[config.mk]
export PLATFORM = sky130hd
export DESIGN_NAME = twbe_front
export DESIGN_NICKNAME = d
export VERILOG_FILES = /design/src/twbe_pkg.sv /design/src/twbe_front.sv
export SDC_FILE = /design/constraint.sdc
export NUM_CORES = 1
export LEC_CHECK = 0
export BUFFER_PORTS_ARGS = -buffer_cell sky130_fd_sc_hd__buf_2
export CAP_MARGIN = 20
export CORE_AREA = 3 3 75 130
export DETAILED_ROUTE_END_ITERATION = 12
export DIE_AREA = 0 0 78 133
export PLACE_DENSITY = 0.85
export RECOVER_POWER = 25
export SETUP_SLACK_MARGIN = 0.15
export SLEW_MARGIN = 20
export SYNTH_ARGS = -nofsm -noshare
export SYNTH_HDL_FRONTEND = slang
export SYNTH_SLANG_ARGS = --single-unit
[constraint.sdc]
create_clock -name clk -period 5.23 [get_ports clk]
set_input_delay 0.523 -clock clk [delete_from_list [all_inputs] [get_ports clk]]
set_output_delay 0.523 -clock clk [all_outputs]
set_load 0.01 [all_outputs]
[src/twbe_pkg.sv]
// Shared types and constants for the three-band waveform envelope.
// No dependencies; every other source file imports this package.
`default_nettype none
package twbe_pkg;
  localparam int MAX_WINDOW = 4096;
  localparam int LOW_RADIUS = 3;
  localparam int MID_RADIUS = 10;
  localparam int MAX_PIXELS = 4096;
  localparam int LAG = (LOW_RADIUS > MID_RADIUS) ? LOW_RADIUS : MID_RADIUS;
  localparam int LOW_DEPTH = LAG + LOW_RADIUS + 1;
  localparam int MID_DEPTH = LAG + MID_RADIUS + 1;
  localparam int HIGH_DEPTH = LAG + 1;
  localparam int LOW_IW = $clog2(LOW_DEPTH);
  localparam int MID_IW = $clog2(MID_DEPTH);
  localparam int HIGH_IW = $clog2(HIGH_DEPTH);
  localparam int QUEUE_DEPTH = 4;
  localparam int DIV_W = 28;
  localparam int DEN_W = 13;

  localparam logic [2:0] REG_PIXEL_COUNT = 3'd0;
  localparam logic [2:0] REG_LOW_GAIN = 3'd1;
  localparam logic [2:0] REG_MID_GAIN = 3'd2;
  localparam logic [2:0] REG_HIGH_GAIN = 3'd3;
  localparam logic [2:0] REG_PEAK_MIX = 3'd4;
  localparam logic [2:0] REG_HEIGHT_SCALE = 3'd5;

  typedef struct packed {
    logic [19:0] low_sum;
    logic [19:0] mid_sum;
    logic [7:0]  low_peak;
    logic [7:0]  mid_peak;
    logic [7:0]  high_peak;
    logic [12:0] count;
  } pix_rec_t;

  typedef struct packed {
    logic [12:0] pixel_count;
    logic [9:0]  low_gain;
    logic [9:0]  mid_gain;
    logic [9:0]  high_gain;
    logic [8:0]  peak_mix;
    logic [15:0] height_scale;
  } cfg_t;

  typedef struct packed {
    logic full;
    logic empty;
  } q_stat_t;
endpackage
`default_nettype wire

[src/twbe_front.sv]
// Front end: accepts samples and accumulates peaks, sums and count per pixel.
// Depends on twbe_pkg; hands finished pixel records to twbe_queue.
`default_nettype none
module twbe_front (
  input  wire logic                clk,
  input  wire logic                rst,
  input  wire logic                s_tvalid,
  output logic                     s_tready,
  input  wire logic [31:0]         s_tdata,
  input  wire logic                s_tuser,
  input  wire logic                s_tlast,
  input  wire twbe_pkg::q_stat_t   q_stat,
  output logic                     push,
  output twbe_pkg::pix_rec_t       rec
);
  import twbe_pkg::*;

  pix_rec_t acc;
  pix_rec_t acc_next;
  logic     accept;
  logic     take;
  logic [7:0] lo, mi, hi;

  assign lo = s_tdata[7:0];
  assign mi = s_tdata[15:8];
  assign hi = s_tdata[23:16];
  assign s_tready = !q_stat.full;
  assign accept = s_tvalid && s_tready;
  assign take = accept && !s_tuser && (acc.count < 13'(MAX_WINDOW));
  assign push = accept && s_tlast;
  assign rec = acc_next;

  always_comb begin
    acc_next = acc;
    if (take) begin
      if (lo > acc.low_peak) acc_next.low_peak = lo;
      if (mi > acc.mid_peak) acc_next.mid_peak = mi;
      if (hi > acc.high_peak) acc_next.high_peak = hi;
      acc_next.low_sum = acc.low_sum + 20'(lo);
      acc_next.mid_sum = acc.mid_sum + 20'(mi);
      acc_next.count = acc.count + 13'd1;
    end
  end

  always_ff @(posedge clk) begin
    if (rst || push) begin
      acc <= '0;
    end else if (accept) begin
      acc <= acc_next;
    end
  end
endmodule
`default_nettype wire

### Yosys cells after proc, flatten, opt, wreduce, memory -nomap -nowiden

Index checks and enable logic that the tools add are counted.

| storage, ports and cells | value |
|---|---|
| bits in registers | 77 |
| input bits | 39 |
| logic and storage cells | 24 |

| cells by class | value |
|---|---|
| $add $sub $neg | 3 |
| $lt $le $gt $ge | 4 |
| muxes and demuxes | 4 |
| reduce and logical (&&, ||, !) cells | 7 |

Operators with widths:

| kind | count |
|---|---|
| $mux W77 | 1 |
| $add A20 B8 Y20 | 2 |
| $gt A8 B8 Y1 | 3 |
| $mux W8 | 3 |
| $add A13 B1 Y13 const B | 1 |
| $lt A13 B13 Y1 const B | 1 |
| $logic_and A1 B1 Y1 | 4 |
| $logic_not A1 Y1 | 2 |
| $logic_or A1 B1 Y1 | 1 |

### Logic depth before layout (Yosys ltp)

| logic depth | value |
|---|---|
| depth after elaboration | 5 |
| gate-level depth with buffers | 8 |

### Worst setup path before layout

Ideal clock, no wire load.

| timing path | value |
|---|---|
| path kind | input-to-output |
| start | input port s_tdata[1] |
| end | output port rec[36] (netlist bit) |
| arrival time | 2.323 ns |
| slack | 2.384 ns |
| stages | 7 |
| path buffers | 1 |
| cells stage by stage | ha_1 > nor2b_1 > o211ai_1 > a2111oi_0 > a31oi_1 > buf_2 > mux2_2 |

RTL lines:

| what | RTL line | source |
|---|---|---|
| start, declared | twbe_front.sv:9 | `input wire logic [31:0] s_tdata,` |
| end, declared | twbe_front.sv:14 | `output twbe_pkg::pix_rec_t rec` |

==> results.cfg <==
[synth]
yosysMostFrequentCell = nand2_1
yosysSeqAreaShare_pct = 29.8
syn-instance-count = 629
ys_ff_latch = 77
yosys_warnings = 0
synth_top_area_share_pct = 29.8
ys_top_cells_by_area = dfxtp_1 (30%), ha_1 (9.9%), nand2_1 (7.9%), mux2i_1 (5.8%), mux2_2 (5.0%)
ys.flop_type = dfxtp_1
synth_commonest_cells = nand2_1 (109), dfxtp_1 (77), ha_1 (41)
synth_area_leader_cell = dfxtp_1
avgSynthCellArea_um2 = 8.22
synth_edf_count = 0
synth_nets = 711
synth_area_um2 = 5170
synth_cell_type_count = 57
ys_async_sr_fraction_pct = 0

[worst_setup_path]
r2r_slack_ps = 1980
cp-endpoint = rec[8]
crit_required_ps = 4710
crit_type = flop to output port
reg2reg_depth = 6
critical_path_peak_fanout = 22
worstSetupStartpoint = acc[12]
end_kind = output port
start_kind = flop
arrival_ps = 3530
reg2reg_from = acc[12]
r2r-end = acc[8]

[die]
core.rowCount = 45
core_um2 = 8780
die_y_um = 133
fp.dieArea_um2 = 10400
die_w_um = 78
io_pins = 118
start_util_pct = 58.9

[detailed_routing]
avgViaCountPerCell = 5.80
wl_per_cell_um = 15.4
postRouteAntennaNets = 0
wl_mm = 13.1
firstDrtPassIters = 4
drtIter0Drc = 268
drc_errors = 0
num_vias = 4930

[clock_tree]
holdBufCountCts = 0
cts_tree = built
worstSkewPairLatency_ps = 340
clkSinkCount = 77
cts_buffers = 9
cts-root-buf = clkbuf_16
post_cts_buffers = 0
clkTransAtPathRegs_ps = 60
htree_levels = 3
cts-resized-gates = 0
cts_buffer_depth = 2

[timing]
hold_slack_ps = 444
setup_violations = 0
period_share_pct = 77.6
final.setup.tns_ps = 0
finClkSkew_ps = 4.65
slew_headroom_pct = -130
rsz0062_at_grt = false
period_needed_ps = 4060
timing.fmax_mhz = 247
hold_viol_final = 0
tightest_slew_ps = 3450
drv_slew = 91

[place]
hpwl_mm = 9.57
place_congestion = 0.960
portBuffers = 108

[finish]
insertedDiodeCount = 0
largest_reg_flops = 77
multiInputGateArea_um2 = 3420
fillers = 714
nets = 811
seq_area_um2 = 1540
regMostFlops = acc
drive_gt1_share_pct = 21.6
largestRegisters = acc x77
area_delta_synth_final_pct = 18.2

[grt]
overflow = 0
grt_pass1_wl_mm = 21.9
grt_max_degree = 91
grt_pass1_vias = 4893
antenna_found_initial = 0
grtUsageTotal_pct = 25.8

[power_and_ir_drop]
p_seq_share_pct = 41.3
p_int_mw = 1.08
power.switching_uw = 385
switching_share_pct = 26.3
cellPowerDensity_nw_per_um2 = 239
clkPwrFrac_pct = 43.5
p_leak_nw = 2.96
combPwrFrac_pct = 15.2
vdd_drop_max_mv = 0.220

[outcome]
run_status = finished with violations
violations = capacitance limit, slew limit

[job]
drv_cap = 1

[worst_hold_path]
hp-class = input port to flop
==> metal layers <==
metal / share of wire (%) / global-route usage (%)
met1: 37 / 25.2
met4: 4.4 / 14.0
met3: 4.8 / 4.50
met2: 54 / 49.7
met5: 0 / 0
==> power by group through the flow <==
stage | sequential, mW | clock (mW) | combinational [mW]
finish | 0.604 | 0.636 | 0.222
global route | 0.605 | 0.666 | 0.247
CTS | 0.604 | 0.641 | 0.220
detailed placement | 0.617 | 0 | 0.217
global placement | 0.616 | 0 | 0.210
floorplan | 0.615 | 0 | 0.147
==> how the worst min path moves through the flow <==
stage / startpoint / endpoint / slack, ps / cells after the start
after global placement: acc[30] / acc[30] / 450 / 2
after floorplan: acc[22] / acc[22] / 440 / 2
after detailed placement: acc[30] / acc[30] / 460 / 2
final: s_tdata[21] / acc[18] / 440 / 3
after CTS: s_tdata[21] / acc[18] / 440 / 3
after global routing: s_tdata[18] / acc[15] / 470 / 3
==> cell usage in the layout (no fill, tap or decap), types with 3 or more instances in the layout <==
master	instances
nor2b_1	3
nand4b_1	3
nor2_1	20
a21o_1	8
ha_1	41
and2_0	7
o31ai_1	5
mux2i_1	30
o211ai_1	7
nor4_1	3
clkbuf_1	5
xnor2_1	18
o21a_1	3
a21oi_1	34
a31oi_1	6
a211oi_1	10
and3_1	6
nor3_1	9
mux2_2	23
or4_1	4
buf_2	105
nand2_1	109
or3_1	7
o21ai_0	23
nand3_1	17
clkbuf_16	9
a2111oi_0	3
dfxtp_1	77
nand2b_1	7
and2_1	27
xor2_1	17
inv_1	38
or2_2	4
nand4_1	8
==> cells by family (layout without fill, tap and decap cells) <==
family / after synthesis / count (layout) / share of synthesized area, %
buf+inv: 61 / 165 / 4.65
fa+ha+maj: 43 / 43 / 10.7
xor+xnor: 35 / 35 / 5.93
simple gates: 244 / 244 / 23.6
flops: 77 / 77 / 29.8
mux: 53 / 53 / 10.8
compound gates: 116 / 116 / 14.5
==> per-stage QoR <==
step           setup slack [ps]  std cells  power, mW  util, %  cell area, µm²
3_5_place_dp               1820        835      0.834     66.2            5810
5_1_grt                     872        850       1.52     69.6            6110
6_report                   1170        850       1.46     69.6            6110
3_3_place_gp               1830        835      0.826     66.2            5810
2_1_floorplan              2380        629      0.762        -            5170
4_1_cts                    1740        850       1.46     69.6            6110
==> layout make-up <==
type                       instances  share of cell area (%)
tap                              117                    2.40
multi-input combinational        491                    56.0
timing repair buffer             112                    9.15
sequential                        77                    25.2
clock buffer                      11                    4.14
clock inverter                     4                   0.778
inverter                          38                    2.33
==> worst max-delay path, cell delays in order, from the launching register on <==
cell and delay, ps:
dfxtp_1 340, nor4b_4 780, clkbuf_1 910, nand2_1 270, or3_1 400, xnor2_1 280
buf_2 200
(Power assumes the default switching activity.)
