**src/twbe_pkg.sv**
```systemverilog
// Shared types and constants for the three-band waveform envelope.
// No dependencies; every other source file imports this package.
`default_nettype none
package twbe_pkg;
  localparam int MAX_WINDOW = 4096;
  localparam int LOW_RADIUS = 3;
  localparam int MID_RADIUS = 10;
  localparam int MAX_PIXELS = 4096;
  localparam int LAG = (LOW_RADIUS > MID_RADIUS) ? LOW_RADIUS : MID_RADIUS;
  localparam int LOW_DEPTH = LAG + LOW_RADIUS + 1;
  localparam int MID_DEPTH = LAG + MID_RADIUS + 1;
  localparam int HIGH_DEPTH = LAG + 1;
  localparam int LOW_IW = $clog2(LOW_DEPTH);
  localparam int MID_IW = $clog2(MID_DEPTH);
  localparam int HIGH_IW = $clog2(HIGH_DEPTH);
  localparam int QUEUE_DEPTH = 4;
  localparam int DIV_W = 28;
  localparam int DEN_W = 13;

  localparam logic [2:0] REG_PIXEL_COUNT = 3'd0;
  localparam logic [2:0] REG_LOW_GAIN = 3'd1;
  localparam logic [2:0] REG_MID_GAIN = 3'd2;
  localparam logic [2:0] REG_HIGH_GAIN = 3'd3;
  localparam logic [2:0] REG_PEAK_MIX = 3'd4;
  localparam logic [2:0] REG_HEIGHT_SCALE = 3'd5;

  typedef struct packed {
    logic [19:0] low_sum;
    logic [19:0] mid_sum;
    logic [7:0]  low_peak;
    logic [7:0]  mid_peak;
    logic [7:0]  high_peak;
    logic [12:0] count;
  } pix_rec_t;

  typedef struct packed {
    logic [12:0] pixel_count;
    logic [9:0]  low_gain;
    logic [9:0]  mid_gain;
    logic [9:0]  high_gain;
    logic [8:0]  peak_mix;
    logic [15:0] height_scale;
  } cfg_t;

  typedef struct packed {
    logic full;
    logic empty;
  } q_stat_t;
endpackage
`default_nettype wire

```
**src/twbe_queue.sv**
```systemverilog
// Short request queue of pixel records between the front and back ends.
// Depends on twbe_pkg.
`default_nettype none
module twbe_queue (
  input  wire logic               clk,
  input  wire logic               rst,
  input  wire logic               push,
  input  wire twbe_pkg::pix_rec_t wr_rec,
  input  wire logic               pop,
  output twbe_pkg::pix_rec_t      rd_rec,
  output twbe_pkg::q_stat_t       q_stat
);
  import twbe_pkg::*;

  localparam int PW = $clog2(QUEUE_DEPTH);

  pix_rec_t entries [QUEUE_DEPTH];
  logic [PW-1:0] wr_ptr, rd_ptr;
  logic [PW:0]   count;

  assign q_stat.full = (count == (PW+1)'(QUEUE_DEPTH));
  assign q_stat.empty = (count == '0);
  assign rd_rec = entries[rd_ptr];

  always_ff @(posedge clk) begin
    if (push) begin
      entries[wr_ptr] <= wr_rec;
    end
  end

  always_ff @(posedge clk) begin
    if (rst) begin
      wr_ptr <= '0;
      rd_ptr <= '0;
      count <= '0;
    end else begin
      if (push) wr_ptr <= wr_ptr + 1'b1;
      if (pop) rd_ptr <= rd_ptr + 1'b1;
      count <= count + (PW+1)'(push) - (PW+1)'(pop);
    end
  end

  a_no_overflow: assert property (@(posedge clk) disable iff (rst)
    !(push && q_stat.full)) else $error("queue overflow");
  a_no_underflow: assert property (@(posedge clk) disable iff (rst)
    !(pop && q_stat.empty)) else $error("queue underflow");
  a_count_step: assert property (@(posedge clk) disable iff (rst)
    (push && !pop) |=> count == $past(count) + 1'b1) else $error("count step");
endmodule
`default_nettype wire

```
**config.mk**
```make
export PLATFORM = sky130hd
export DESIGN_NAME = twbe_queue
export DESIGN_NICKNAME = d
export VERILOG_FILES = /design/src/twbe_pkg.sv /design/src/twbe_queue.sv
export SDC_FILE = /design/constraint.sdc
export NUM_CORES = 1
export LEC_CHECK = 0
export BUFFER_PORTS_ARGS = -buffer_cell sky130_fd_sc_hd__buf_2
export CAP_MARGIN = 0
export CORE_ASPECT_RATIO = 0.9
export CORE_MARGIN = 4
export CORE_UTILIZATION = 54
export DETAILED_ROUTE_END_ITERATION = 8
export PLACE_DENSITY_LB_ADDON = 0.05
export SLEW_MARGIN = 10
export SYNTH_ARGS = -nofsm -noshare
export SYNTH_HDL_FRONTEND = slang
export SYNTH_SLANG_ARGS = --single-unit
```
**constraint.sdc**
```tcl
create_clock -name clk -period 7.9 [get_ports clk]
set_input_delay 0.395 -clock clk [delete_from_list [all_inputs] [get_ports clk]]
set_output_delay 0.395 -clock clk [all_outputs]
set_load 0.05 [all_outputs]
```
* Word level (Yosys, flattened, before mapping)
Memories as Yosys holds them, arrays and structs flattened. A register that Yosys moved wholly into a read port is not among the register bits. Index checks and enable logic that the tools add are counted.
Storage, ports and cells: flip-flop bits (word level) 7, memory bits (writable) 308, input port bits 81, output and inout bits 79, logic and storage cells 14, memories kept 1
Cells by class: add/sub/neg operators 4, equality and inequality tests 1, mux-type cells 4, reductions and logical operators 1
Memories:
- entries | depth 4, bits a word 77, rd ports 1, clocked after Yosys merged registers in 1, wr ports 1, line twbe_queue.sv:17 | pix_rec_t entries [QUEUE_DEPTH];
Operators by type and width (count):
- $add 2x1->2 const B | 2
- $mux 2 | 2
- $add 3x1->3 | 1
- $eq 3x3->1 const B | 1
- $logic_not 3->1 | 1
- $sub 3x1->3 | 1
- $mux 1 | 2

* Logic depth before layout (Yosys ltp)
depth in word-level cells 3, mapped depth 7, gate-level depth less buffers 7

* Worst setup path after synthesis
OpenSTA, ideal clock, no wires.
kind register to register, from register wr_ptr[0], to memory entries[0][0] (netlist name), enable pin, setup time 0.443 ns, arrival 2.339 ns, required time 7.457 ns, setup slack 5.118 ns, stages on the path, launching flop included 4, buffers on the path 0, period minus slack after synthesis 2.782 ns, cells stage by stage dfxtp_1 inv_1 ha_1 and2_1
RTL lines:
- start: declaration | line twbe_queue.sv:18 | logic [PW-1:0] wr_ptr, rd_ptr;
- start signal: assignment | line twbe_queue.sv:37 | if (push) wr_ptr <= wr_ptr + 1'b1;
- end: declaration | line twbe_queue.sv:17
No word-level cell before the write port.

==> flow_metrics.py <==
metrics = {
    "clock_network": {
        "clkSinkCount": 317,
        "cts-resized-gates": 0,
        "cts_hold_repair.buffers": 0,
        "cts_buffer_depth": 3,
        "cts_tree": "yes",
        "clk_transition_reported_paths_ns": 0.06,
        "root_buffer": "sky130_fd_sc_hd__clkbuf_16",
        "post-cts-setup-buffer-count": 0,
        "worstSkewPairLatency_ns": 0.54,
        "number_of_cts_inserted_buffers": 31,
        "cts-htree-levels": 1,
    },
    "layout": {
        "synthToLayoutAreaGrowth_pct": 18.3,
        "postLayoutCoreUtil": 0.654,
        "stdcell_area_um2": 13700,
        "num-nets-final": 713,
        "drive_above_1_share": 0.458,
        "layout.cells.non_filler": 939,
    },
    "critical_path": {
        "critical_path.n_buffers_inverters": 2,
        "regToRegSetupSlack_ns": 5.75,
        "critical_path.endpoint_type": "primary output",
        "critPathKind": "reg -> out",
        "slowest_delay_ns": 0.83,
        "critPathLaunchType": "register",
        "critical_path_arrival_ns": 3.06,
        "timing.critical_path.max_delay_family": "buffers and inverters",
        "critical_path_required_ns": 7.51,
        "path_cells": "buf_4 > mux4_2 > buf_2",
        "path_max_fanout": 45,
        "timing.critical_path.slowest_stage_cell": "sky130_fd_sc_hd__buf_4",
    },
    "routing": {
        "routed-via-count": 5090,
        "vias_per_cell": 5.42,
        "routed_wl_um": 20200,
        "drt_pass1_iterations": 5,
        "violation_count_after_the_first_detailed_route_iteration": 287,
        "route.detailed.wl_per_inst_um": 21.5,
        "detail-route-antenna-nets": 0,
        "drt_drc_violations_left": 0,
    },
    "power": {
        "irDropWorstVdd_uv": 198,
        "cellPowerDensity_nw_per_um2": 291,
        "sequentialPowerShare": 0.493,
        "sw_pwr_uw": 981,
        "pwr-share-comb": 0.131,
        "power_switching_share": 0.246,
        "clockPowerShare": 0.376,
        "p_leak_uw": 0.00464,
        "internal_power_uw": 3010,
    },
    "synthesis": {
        "synthFlopType": "sky130_fd_sc_hd__edfxtp_1",
        "avgSynthCellArea_um2": 26.0,
        "count_of_unique_library_cells_instantiated_by_yosys": 22,
        "cells_taking_the_most_area_after_synthesis": "sky130_fd_sc_hd__edfxtp_1, sky130_fd_sc_hd__mux4_2, sky130_fd_sc_hd__dfxtp_1, sky130_fd_sc_hd__buf_12, sky130_fd_sc_hd__ha_1",
        "post_synth_instance_area_um2": 11600,
        "synthDominantCellAreaShare": 0.798,
        "number_of_enable_flip_flop_cells_after_synthesis": 308,
        "synth-warning-count": 0,
        "count_leader_synth": "sky130_fd_sc_hd__edfxtp_1",
        "synth.top_cells.by_count": "sky130_fd_sc_hd__edfxtp_1, sky130_fd_sc_hd__mux4_2, sky130_fd_sc_hd__dfxtp_1, sky130_fd_sc_hd__ha_1, sky130_fd_sc_hd__inv_1",
        "seq_area_frac_synth": 0.814,
        "postSynthCellCount": 445,
        "yosys_top_cell_by_area": "sky130_fd_sc_hd__edfxtp_1",
        "synth_nets": 533,
        "synth-async-reset-ratio": 0,
        "yosys_register_bits": 317,
    },
    "timing": {
        "finalWorstSetupSlack_ns": 4.45,
        "min_period_ns": 3.45,
        "grt_setup_unrepaired": "false",
        "clock_skew_ns": 0.0115,
        "timing.final.max_slew_violations": 0,
        "report.final.hold_viol_count": 0,
        "fmaxAchievable_ghz": 0.290,
        "maxSlewHeadroom": 0.401,
        "finalCritPeriodShare": 0.437,
        "timing.final.setup_violations": 0,
        "setup-tns-final_ns": 0,
        "tightestPinTransition_ns": 0.899,
    },
    "global_routing": {
        "global_route.overflow_total": 0,
        "grt_pass1_vias": 5542,
        "groute.usage.overall": 0.172,
        "grt_start_max_net_pins": 51,
        "number_of_antenna_violations_at_the_first_check_in_global_routing": 1,
        "global_route_wire_length_before_repair_um": 31500,
    },
    "floorplanning": {
        "start_util": 0.553,
        "placement_rows": 50,
        "chipWidth_um": 162,
        "dieArea_um2": 23900,
        "coreArea_um2": 21000,
        "design.portCount": 160,
        "die-height_um": 147,
    },
    "flow_run": {
        "drv.max_cap_violation_count": 0,
    },
    "place": {
        "port-buffer-count": 159,
        "pre_cts_slack_ns": 4.87,
        "gpl.final_weighted_congestion": 0.726,
        "place.detailed.instances": 878,
        "place_hpwl_um": 11800,
        "detailed_place.area_um2": 12600,
    },
    "worst_hold_path": {
        "type_of_the_worst_min_delay_path": "in -> reg",
    },
    "status": {
        "result_of_the_run": "completed",
    },
}
==> kinds of logic (layout without fill, tap and decap cells) <==
logic type	count (synthesis)	after routing	synth area share
other	0	3	0
flip-flops	317	317	0.814
XOR/XNOR	3	3	0.00356
adder cells (fa/ha/maj)	7	7	0.00821
buffers and inverters	24	229	0.0159
multiplexers	78	78	0.151
AO/OA/AOI/OAI	2	2	0.00130
AND/OR/NAND/NOR	14	14	0.00648
==> area by class of cell <==
cell class              count  area (µm²)
diodes                      3        7.51
clock buffers              35         791
clock inverters            23         268
fillers                  1411        7250
inverters                   6        22.5
multi-input cells         104        1980
flip-flops and latches    317        9440
well taps                 286         358
repair buffers            165         841
==> cell usage in the layout, fill, tap and decap left out, drive strengths merged <==
master,synthesis,layout
and2,4,4
xor3,1,1
clkinvlp,0,2
fa,1,1
buf,14,165
nor2b,2,2
clkinv,0,14
xnor2,2,2
clkbuf,4,35
dfxtp,9,9
ha,6,6
diode,0,3
edfxtp,308,308
nand3b,1,1
bufinv,0,6
mux2i,1,1
mux4,77,77
inv,6,7
and3,1,1
a21oi,1,1
nor3,1,1
a21bo,1,1
nor2,5,5
==> state kept, by name, summed over array words and instances (netlist names), named ones only <==
register	flops
entries	308
count	3
rd_ptr	2
wr_ptr	2
==> power by group through the flow <==
stage	sequential, µW	clock [µW]	combinational, µW
floorplan	1990	0	417
global placement	2000	0	525
detailed placement	2000	0	531
CTS	1970	1530	532
global route	1970	1610	551
finish	1970	1500	522
==> metrics by stage <==
| stage | hold WS (ns) | power, µW |
|---|---|---|
| floorplan | 0.467 | 2400 |
| global placement | 0.505 | 2520 |
| detailed placement | 0.539 | 2530 |
| CTS | 0.0338 | 4030 |
| global route | 0.0385 | 4140 |
| finish | 0.0587 | 3990 |
==> path summary, 6_finish.rpt <==
check             start              to  depth (start not counted)
min          wr_rec[14]  entries[0][14]                          1
min reg2reg   rd_ptr[0]        register                          2
max            register      rd_rec[57]                          3
max reg2reg   wr_ptr[0]  entries[2][68]                          4
==> routing by layer <==
layer / track usage / vias to the layer above / wire (µm)
met5: 0 / - / 7
met4: 0.0364 / 2 / 350
met3: 0.0418 / 33 / 1370
met2: 0.288 / 135 / 10200
met1: 0.234 / 2653 / 8280
li1: - / 2267 / -
Power figures use the tool's default switching activity.
